--- config.mk ---
export PLATFORM = sky130hd
export DESIGN_NAME = mqtt_client_receive_keepalive
export DESIGN_NICKNAME = d
export VERILOG_FILES = /design/src/mqck_pkg.sv /design/src/mqtt_client_receive_keepalive.sv
export SDC_FILE = /design/constraint.sdc
export NUM_CORES = 1
export LEC_CHECK = 0
export BUFFER_PORTS_ARGS = -buffer_cell sky130_fd_sc_hd__buf_2
export CAP_MARGIN = 20
export CORE_UTILIZATION = 40
export CTS_BUF_LIST = sky130_fd_sc_hd__clkbuf_4 sky130_fd_sc_hd__clkbuf_8
export DETAILED_ROUTE_END_ITERATION = 12
export SETUP_SLACK_MARGIN = 0.2
export SYNTH_ARGS = -nofsm -noshare
export SYNTH_HDL_FRONTEND = slang
export SYNTH_SLANG_ARGS = --single-unit
--- constraint.sdc ---
create_clock -name clk -period 15.1 [get_ports clk]
set_clock_uncertainty 0.2 [all_clocks]
set_input_delay 2.265 -clock clk [delete_from_list [all_inputs] [get_ports clk]]
set_output_delay 2.265 -clock clk [all_outputs]
set_load 0.02 [all_outputs]
--- src/mqck_pkg.sv ---
// Package for the MQTT client receive and keepalive block.
// Holds the item types, parser phase codes, event codes and packet types.
`timescale 1ns / 1ps
`default_nettype none
package mqck_pkg;

  typedef struct packed {
    logic [2:0] kind;
    logic [7:0] rx_byte;
  } mqck_in_t;

  typedef struct packed {
    logic [3:0]  event_res;
    logic [7:0]  out_byte;
    logic [15:0] message_id;
    logic [3:0]  packet_type;
    logic        last;
  } mqck_out_t;

  typedef enum logic [7:0] {
    PH_HDR   = 8'b0000_0001,
    PH_LEN   = 8'b0000_0010,
    PH_TLH   = 8'b0000_0100,
    PH_TLL   = 8'b0000_1000,
    PH_TOPIC = 8'b0001_0000,
    PH_MIDH  = 8'b0010_0000,
    PH_MIDL  = 8'b0100_0000,
    PH_BODY  = 8'b1000_0000
  } mqck_phase_t;

  localparam logic [2:0] K_BYTE = 3'd0;
  localparam logic [2:0] K_TICK = 3'd1;
  localparam logic [2:0] K_SENT = 3'd2;
  localparam logic [2:0] K_OPEN = 3'd3;
  localparam logic [2:0] K_LOST = 3'd4;

  localparam logic [3:0] EV_TOPIC    = 4'd1;
  localparam logic [3:0] EV_PAYLOAD  = 4'd2;
  localparam logic [3:0] EV_PUB_END  = 4'd3;
  localparam logic [3:0] EV_PUBACK   = 4'd4;
  localparam logic [3:0] EV_PINGRESP = 4'd5;
  localparam logic [3:0] EV_PONG     = 4'd6;
  localparam logic [3:0] EV_PINGREQ  = 4'd7;
  localparam logic [3:0] EV_TIMEOUT  = 4'd8;
  localparam logic [3:0] EV_DROPPED  = 4'd9;
  localparam logic [3:0] EV_CONN_OK  = 4'd10;
  localparam logic [3:0] EV_CONN_REF = 4'd11;

  localparam logic [3:0] T_CONNACK  = 4'h2;
  localparam logic [3:0] T_PUBLISH  = 4'h3;
  localparam logic [3:0] T_PINGREQ  = 4'hC;
  localparam logic [3:0] T_PINGRESP = 4'hD;

  localparam logic [26:0] CNT_MAX = 27'h7FF_FFFF;
  localparam logic [2:0]  REG_KEEPALIVE = 3'd0;

endpackage
`default_nettype wire

--- src/mqtt_client_receive_keepalive.sv ---
// Results of an accepted item go into an eight-entry result queue as it is taken.
// Throughput: one item per cycle; results leave one per cycle unless out_stall is
// high, and input stalls when fewer than three queue slots are free.
// An item gives up to three results. Reset is synchronous, active low, and
// clears parser, timers, session flag and queue; keepalive returns to 15 s.
`timescale 1ns / 1ps
`default_nettype none
module mqtt_client_receive_keepalive import mqck_pkg::*; #(
  parameter int MAX_PACKET = 128
) (
  input  wire logic        clk,
  input  wire logic        rst_n,
  input  wire logic        in_valid,
  output logic             in_stall,
  input  wire mqck_in_t    in_data,
  output logic             out_valid,
  input  wire logic        out_stall,
  output mqck_out_t        out_data,
  input  wire logic        cfg_psel,
  input  wire logic        cfg_penable,
  input  wire logic        cfg_pwrite,
  input  wire logic [2:0]  cfg_paddr,
  input  wire logic [31:0] cfg_pwdata,
  output logic [31:0]      cfg_prdata,
  output logic             cfg_pready
);

  localparam int DEPTH = 8;

  logic [15:0]  keepalive_r;
  mqck_phase_t  phase_r, phase_nxt;
  logic [7:0]   header_r, header_nxt;
  logic [15:0]  rlen_r, rlen_nxt;
  logic [2:0]   lbc_r, lbc_nxt;
  logic [15:0]  body_r, body_nxt;
  logic [15:0]  tlen_r, tlen_nxt;
  logic [15:0]  msgid_r, msgid_nxt;
  logic         disc_r, disc_nxt;
  logic [7:0]   conn_r, conn_nxt;
  logic [26:0]  ms_in_r, ms_in_nxt;
  logic [26:0]  ms_out_r, ms_out_nxt;
  logic         ping_r, ping_nxt;
  logic         sess_r, sess_nxt;

  mqck_out_t    fifo_r [DEPTH];
  logic [2:0]   head_r, tail_r;
  logic [3:0]   count_r;
  mqck_out_t    res_v [3];
  logic [1:0]   n_v;
  logic         accept, pop;
  logic [26:0]  limit;

  assign cfg_pready = 1'b1;
  assign cfg_prdata = (cfg_paddr == 3'd0) ? {16'd0, keepalive_r} : 32'd0;
  assign limit      = 27'(keepalive_r * 27'd1000);
  assign in_stall   = count_r > 4'(DEPTH - 3);
  assign accept     = in_valid && !in_stall;
  assign out_valid  = count_r != 4'd0;
  assign out_data   = fifo_r[head_r];
  assign pop        = out_valid && !out_stall;

  function automatic mqck_out_t mk(input logic [3:0] ev, input logic [7:0] b,
                                   input logic [15:0] id, input logic [7:0] hdr);
    mqck_out_t r;
    r.event_res   = ev;
    r.out_byte    = b;
    r.message_id  = id;
    r.packet_type = hdr[7:4];
    r.last        = 1'b0;
    return r;
  endfunction

  always_comb begin
    logic [27:0] shifted;
    logic [27:0] v;
    logic [17:0] total;
    logic [17:0] need;
    logic        pub, qos1;
    logic [3:0]  ptype;
    phase_nxt  = phase_r;
    header_nxt = header_r;
    rlen_nxt   = rlen_r;
    lbc_nxt    = lbc_r;
    body_nxt   = body_r;
    tlen_nxt   = tlen_r;
    msgid_nxt  = msgid_r;
    disc_nxt   = disc_r;
    conn_nxt   = conn_r;
    ms_in_nxt  = ms_in_r;
    ms_out_nxt = ms_out_r;
    ping_nxt   = ping_r;
    sess_nxt   = sess_r;
    n_v        = 2'd0;
    for (int i = 0; i < 3; i++) res_v[i] = mk(4'd0, 8'd0, 16'd0, header_r);
    pub     = header_r[7:4] == T_PUBLISH;
    qos1    = (header_r[2:1]) == 2'b01;
    ptype   = header_r[7:4];
    shifted = 28'(in_data.rx_byte[6:0]) << (7 * lbc_r[1:0]);
    v       = 28'(rlen_r) + shifted;
    total   = 18'd0;
    need    = 18'd0;
    case (in_data.kind)
      K_BYTE: begin
        if (sess_r) begin
          if (phase_r == PH_HDR) begin
            header_nxt = in_data.rx_byte;
            rlen_nxt   = 16'd0;
            lbc_nxt    = 3'd0;
            body_nxt   = 16'd0;
            tlen_nxt   = 16'd0;
            msgid_nxt  = 16'd0;
            conn_nxt   = 8'd0;
            disc_nxt   = 1'b0;
            phase_nxt  = PH_LEN;
          end else if (phase_r == PH_LEN) begin
            rlen_nxt = (v > 28'hFFFF) ? 16'hFFFF : v[15:0];
            lbc_nxt  = lbc_r + 3'd1;
            total    = 18'd1 + 18'(lbc_nxt) + 18'(rlen_nxt);
            if (in_data.rx_byte[7]) begin
              if (lbc_nxt >= 3'd4) begin
                res_v[n_v] = mk(EV_DROPPED, 8'd0, 16'd0, header_r);
                n_v        = n_v + 2'd1;
                phase_nxt  = PH_HDR;
                disc_nxt   = 1'b0;
              end
            end else if (total > 18'(MAX_PACKET) || (pub && rlen_nxt < 16'd2)) begin
              res_v[n_v] = mk(EV_DROPPED, 8'd0, 16'd0, header_r);
              n_v        = n_v + 2'd1;
              disc_nxt   = 1'b1;
              phase_nxt  = (rlen_nxt == 16'd0) ? PH_HDR : PH_BODY;
            end else if (pub) begin
              phase_nxt = PH_TLH;
            end else if (rlen_nxt == 16'd0) begin
              ms_in_nxt = 27'd0;
              phase_nxt = PH_HDR;
              if (ptype == T_PINGREQ) begin
                res_v[n_v] = mk(EV_PINGRESP, 8'd0, 16'd0, header_r);
                n_v        = n_v + 2'd1;
              end else if (ptype == T_PINGRESP) begin
                ping_nxt   = 1'b0;
                res_v[n_v] = mk(EV_PONG, 8'd0, 16'd0, header_r);
                n_v        = n_v + 2'd1;
              end else if (ptype == T_CONNACK) begin
                sess_nxt   = 1'b0;
                res_v[n_v] = mk(EV_CONN_REF, 8'd0, 16'd0, header_r);
                n_v        = n_v + 2'd1;
              end
            end else begin
              phase_nxt = PH_BODY;
            end
          end else begin
            body_nxt = body_r + 16'd1;
            case (phase_r)
              PH_TLH: begin
                tlen_nxt  = {in_data.rx_byte, 8'd0};
                phase_nxt = PH_TLL;
              end
              PH_TLL: begin
                tlen_nxt = tlen_r | 16'(in_data.rx_byte);
                need     = 18'd2 + 18'(tlen_nxt) + (qos1 ? 18'd2 : 18'd0);
                if (need > 18'(rlen_r)) begin
                  res_v[n_v] = mk(EV_DROPPED, 8'd0, 16'd0, header_r);
                  n_v        = n_v + 2'd1;
                  disc_nxt   = 1'b1;
                  phase_nxt  = PH_BODY;
                end else if (tlen_nxt != 16'd0) begin
                  phase_nxt = PH_TOPIC;
                end else begin
                  phase_nxt = qos1 ? PH_MIDH : PH_BODY;
                end
              end
              PH_TOPIC: begin
                res_v[n_v] = mk(EV_TOPIC, in_data.rx_byte, 16'd0, header_r);
                n_v        = n_v + 2'd1;
                if (17'(body_nxt) >= 17'd2 + 17'(tlen_r))
                  phase_nxt = qos1 ? PH_MIDH : PH_BODY;
              end
              PH_MIDH: begin
                msgid_nxt = {in_data.rx_byte, 8'd0};
                phase_nxt = PH_MIDL;
              end
              PH_MIDL: begin
                msgid_nxt = msgid_r | 16'(in_data.rx_byte);
                phase_nxt = PH_BODY;
              end
              default: begin
                if (!disc_r) begin
                  if (pub) begin
                    res_v[n_v] = mk(EV_PAYLOAD, in_data.rx_byte, 16'd0, header_r);
                    n_v        = n_v + 2'd1;
                  end else if (body_nxt == 16'd2) begin
                    conn_nxt = in_data.rx_byte;
                  end
                end
              end
            endcase
            if (body_nxt >= rlen_r) begin
              if (!disc_nxt) begin
                ms_in_nxt = 27'd0;
                if (pub) begin
                  res_v[n_v] = mk(EV_PUB_END, 8'd0, 16'd0, header_r);
                  n_v        = n_v + 2'd1;
                  if (qos1) begin
                    res_v[n_v] = mk(EV_PUBACK, 8'd0, msgid_nxt, header_r);
                    n_v        = n_v + 2'd1;
                    ms_out_nxt = 27'd0;
                  end
                end else if (ptype == T_PINGREQ) begin
                  res_v[n_v] = mk(EV_PINGRESP, 8'd0, 16'd0, header_r);
                  n_v        = n_v + 2'd1;
                end else if (ptype == T_PINGRESP) begin
                  ping_nxt   = 1'b0;
                  res_v[n_v] = mk(EV_PONG, 8'd0, 16'd0, header_r);
                  n_v        = n_v + 2'd1;
                end else if (ptype == T_CONNACK) begin
                  if (rlen_r == 16'd2 && conn_nxt == 8'd0) begin
                    ping_nxt   = 1'b0;
                    res_v[n_v] = mk(EV_CONN_OK, 8'd0, 16'd0, header_r);
                  end else begin
                    sess_nxt   = 1'b0;
                    res_v[n_v] = mk(EV_CONN_REF, 8'd0, 16'd0, header_r);
                  end
                  n_v = n_v + 2'd1;
                end
              end
              phase_nxt = PH_HDR;
              disc_nxt  = 1'b0;
            end
          end
        end
      end
      K_TICK: begin
        if (sess_r) begin
          if (ms_in_r < CNT_MAX) ms_in_nxt = ms_in_r + 27'd1;
          if (ms_out_r < CNT_MAX) ms_out_nxt = ms_out_r + 27'd1;
          if (ms_in_nxt > limit || ms_out_nxt > limit) begin
            if (ping_r) begin
              res_v[n_v] = mk(EV_TIMEOUT, 8'd0, 16'd0, header_r);
              sess_nxt   = 1'b0;
              phase_nxt  = PH_HDR;
              disc_nxt   = 1'b0;
            end else begin
              res_v[n_v] = mk(EV_PINGREQ, 8'd0, 16'd0, header_r);
              ms_in_nxt  = 27'd0;
              ms_out_nxt = 27'd0;
              ping_nxt   = 1'b1;
            end
            n_v = n_v + 2'd1;
          end
        end
      end
      K_SENT: ms_out_nxt = 27'd0;
      K_OPEN: begin
        phase_nxt  = PH_HDR;
        disc_nxt   = 1'b0;
        ms_in_nxt  = 27'd0;
        ms_out_nxt = 27'd0;
        ping_nxt   = 1'b0;
        sess_nxt   = 1'b1;
      end
      K_LOST: begin
        sess_nxt  = 1'b0;
        phase_nxt = PH_HDR;
        disc_nxt  = 1'b0;
      end
      default: ;
    endcase
    if (n_v != 2'd0) res_v[n_v - 2'd1].last = 1'b1;
  end

  always_ff @(posedge clk) begin
    if (!rst_n) begin
      keepalive_r <= 16'd15;
      phase_r     <= PH_HDR;
      header_r    <= 8'd0;
      rlen_r      <= 16'd0;
      lbc_r       <= 3'd0;
      body_r      <= 16'd0;
      tlen_r      <= 16'd0;
      msgid_r     <= 16'd0;
      disc_r      <= 1'b0;
      conn_r      <= 8'd0;
      ms_in_r     <= 27'd0;
      ms_out_r    <= 27'd0;
      ping_r      <= 1'b0;
      sess_r      <= 1'b0;
      head_r      <= 3'd0;
      tail_r      <= 3'd0;
      count_r     <= 4'd0;
    end else begin
      if (cfg_psel && cfg_penable && cfg_pwrite && cfg_paddr == REG_KEEPALIVE)
        keepalive_r <= cfg_pwdata[15:0];
      if (accept) begin
        phase_r  <= phase_nxt;
        header_r <= header_nxt;
        rlen_r   <= rlen_nxt;
        lbc_r    <= lbc_nxt;
        body_r   <= body_nxt;
        tlen_r   <= tlen_nxt;
        msgid_r  <= msgid_nxt;
        disc_r   <= disc_nxt;
        conn_r   <= conn_nxt;
        ms_in_r  <= ms_in_nxt;
        ms_out_r <= ms_out_nxt;
        ping_r   <= ping_nxt;
        sess_r   <= sess_nxt;
        tail_r   <= tail_r + 3'(n_v);
      end
      if (pop) head_r <= head_r + 3'd1;
      count_r <= count_r + (accept ? 4'(n_v) : 4'd0) - (pop ? 4'd1 : 4'd0);
    end
  end

  always_ff @(posedge clk) begin
    if (accept) begin
      for (int i = 0; i < 3; i++) begin
        if (2'(i) < n_v) fifo_r[tail_r + 3'(i)] <= res_v[i];
      end
    end
  end

endmodule
`default_nettype wire

==> results.md <==
- Post-CTS Setup Inserts: 0
- Share of cells above drive strength 1: 0.129
- First-pass GRT wire length: 127 mm
- Area grow syn2layout: 10.1%
- Critical Path RT: 15230 ps
- CP max stage cell: o21ai_1
- Io pins: 121
- Actual slew at the worst max-slew pin: 1110 ps
- Avg Inst Size Synth: 9.62 sq um
- Cell count of the worst reg-to-reg path: 33
- Sequential area share after synthesis: 0.393
- Filler cell count: 6793
- Static Leak: 12.2 nW
- Via count: 23200
- PwrDens: 97.0 nW/um^2
- Count leader, synth: nor2_1
- CTS Root Cell: clkbuf_8
- Nets: 3345
- Fin. max-slew vios: 0
- Num CTS Buffers: 79
- Crit path capture type: flip-flop
- Run status: completed
- Buf/Inv on CP: 7
- Critical Path Stages: 30
- Die X: 272 microns
- DIE AREA: 73800 sq um
- Worst-path maximum fanout: 25
- Final instance area: 32000 sq um
- Wirelength per Cell: 19.9 microns
- Worst relative slew slack: 0.251
- Hold Violations, Final: 0
- Top cell by count, worst path: ha_1
- Number of flops mapped to enable cells by yosys: 264
- Synth top area share: 0.272
- Vias/cell: 5.71
- Crit path arrival time: 10270 ps
- Setup violators final: 0
- Initial Utilization: 0.406
- #FFs+latches synth: 439
- F_max: 98.6 MHz
- Largest net degree at the start of global routing: 83
- First-iteration detailed-routing DRC count: 1944
- Syn Std Cell Area: 29100 sq um
- CP Launch Type: input port
- Area occupied by multi-input gates: 16600 sq um
- Routability cong.: 0.907
- Clk_lat worst skew: 700 ps
- Fin crit share: 0.672
- Row count: 98
- Leading area contributor after synthesis: edfxtp_1
- Post-layout utilization of the core: 0.447
- Max_cap viols: 0
- Post-route setup slack: 4960 ps
- Post-Syn Instances: 3024
- Clk sinks: 439
- Yosys warns: 0
- Top post-synthesis cells by count: 422 x nor2_1, 264 x edfxtp_1, 260 x nand2_1
- Antenna viol nets, final: 0
- Synth top area cells: edfxtp_1 27%, dfxtp_1 12%, ha_1 8.1%, nor2_1 5.4%, mux4_2 5.1%
- Main synth FF type: edfxtp_1
- # H-tree levels: 3
- Placed Cells: 3914
- Core area: 71700 sq um
- Synth unique cells: 88
- DPL Wire Length: 56.2 mm
- Setup TNS: 0 ps
- Global Route Usage Sum: 0.217
- Hold Path Depth: 2
- Peak VDD IR: 68.1 uV
- Clk buf depth: 3
- RSZ-0062 raised after global routing: no
- CTS tree: built
- Clock slew at reported path FFs: 60 ps
- Die Y: 272 microns
- Initial antenna violation count: 6
- Overflow after GRT: 0
- CTS hold repair buffers: 0
- Critical Path Max Stage Delay: 830 ps
- Post-Layout Cell Count: 4062
- Area post-placement: 30300 sq um
- Crit Path Category: in -> reg
- HP Class: reg -> reg
- Vias in the first global route: 23100
- Ys async rst share: 0
- Post_cts resized: 0
- CP delay by family, top: simple AND/OR/NAND/NOR gates
- DR pass1 iterations: 6
- Storage element area: 11400 sq um
- Setup WS pre-CTS: 4380 ps
- PortBufs: 87
- DRC: 0
- Total wire length: 80.8 mm
- Fin crit period: 10140 ps
## sequential cells by signal (all words and copies together), names as in the netlist, 4 cells and up, named ones only
| name | cells |
|---|---|
| tlen_r | 16 |
| ms_in_r | 27 |
| fifo_r | 264 |
| ms_out_r | 27 |
| body_r | 16 |
| msgid_r | 16 |
| phase_r | 8 |
| count_r | 4 |
| header_r | 6 |
| conn_r | 8 |
| rlen_r | 16 |
| keepalive_r | 16 |
## cell usage in the layout, fill, tap and decap left out, drive strengths merged, types with 12 or more instances in the layout
master,synthesis,final
nand2,260,260
a21boi,70,70
nand4,43,43
mux2i,31,31
o21bai,12,12
fa,57,57
dfxtp,175,175
clkbuf,134,112
mux2,33,33
o21a,25,25
clkinv,0,19
edfxtp,264,264
xor2,52,52
and4,14,14
nand3b,12,12
mux4,66,66
and3,26,26
a31oi,14,14
conb,2,17
a21oi,119,119
nand2b,19,19
a22oi,27,27
nor2b,74,74
o21ai,147,147
nand3,105,105
nor2,427,427
o211ai,12,12
or3,22,22
nor3,59,59
and2,73,73
xnor2,79,79
a21o,37,37
inv,109,116
ha,189,189
nor4,31,31
buf,61,121
## where the power goes
group	switching [W]	internal (W)	leakage, nW
clock	0.000538	0.000698	0.919
combinational	0.000314	0.000259	7.41
sequential	0.0000312	0.00127	3.90
total	0.000884	0.00223	12.2
## worst reg2reg max path: cells and delay by family, from the launching register on
family                   cells  cell delay (ps)
AO/OA/AOI/OAI               19             4520
XOR/XNOR                     1              500
adder cells (fa/ha/maj)      6             2520
buffers and inverters        4              750
flip-flops                   1              630
AND/OR/NAND/NOR              3              590
## stage by stage
stage               power (W)  hold WS [ps]
detailed placement    0.00191           250
floorplan             0.00175           231
global route          0.00325           289
CTS                   0.00315           265
finish                0.00311           267
global placement      0.00190           240
## area by class of cell
type	count	share of cell area
multi-input combinational	2296	0.517
sequential	439	0.357
clock buffer	112	0.0438
tap	950	0.0371
timing repair buffer	121	0.0216
inverter	109	0.0128
clock inverter	31	0.0105
antenna	4	0.000312
## per-layer routing
layer,part of all wire,vias up,GRT usage
met3,0.068,165,0.0296
met2,0.47,882,0.363
met5,0.00043,-,0
met1,0.43,11200,0.286
met4,0.028,6,0.0801
li1,-,10900,-
## cells by family after synthesis
family          synth area share
other cells             0.000258
simple gates               0.197
flops                      0.393
fa+ha+maj                  0.120
mux                       0.0745
compound gates             0.132
buf+inv                   0.0438
xor+xnor                  0.0394
## final timing paths
path / from / to / slack (ps)
worst min-delay path: ms_in_r[25] / ms_in_r[25] / 270
worst min register to register: ms_in_r[25] / ms_in_r[25] / 270
worst max-delay path: in_data[1] / fifo_r[4][6] / 4960
worst max register to register: keepalive_r[0] / fifo_r[4][6] / 5010
(Power assumes the default switching activity.)
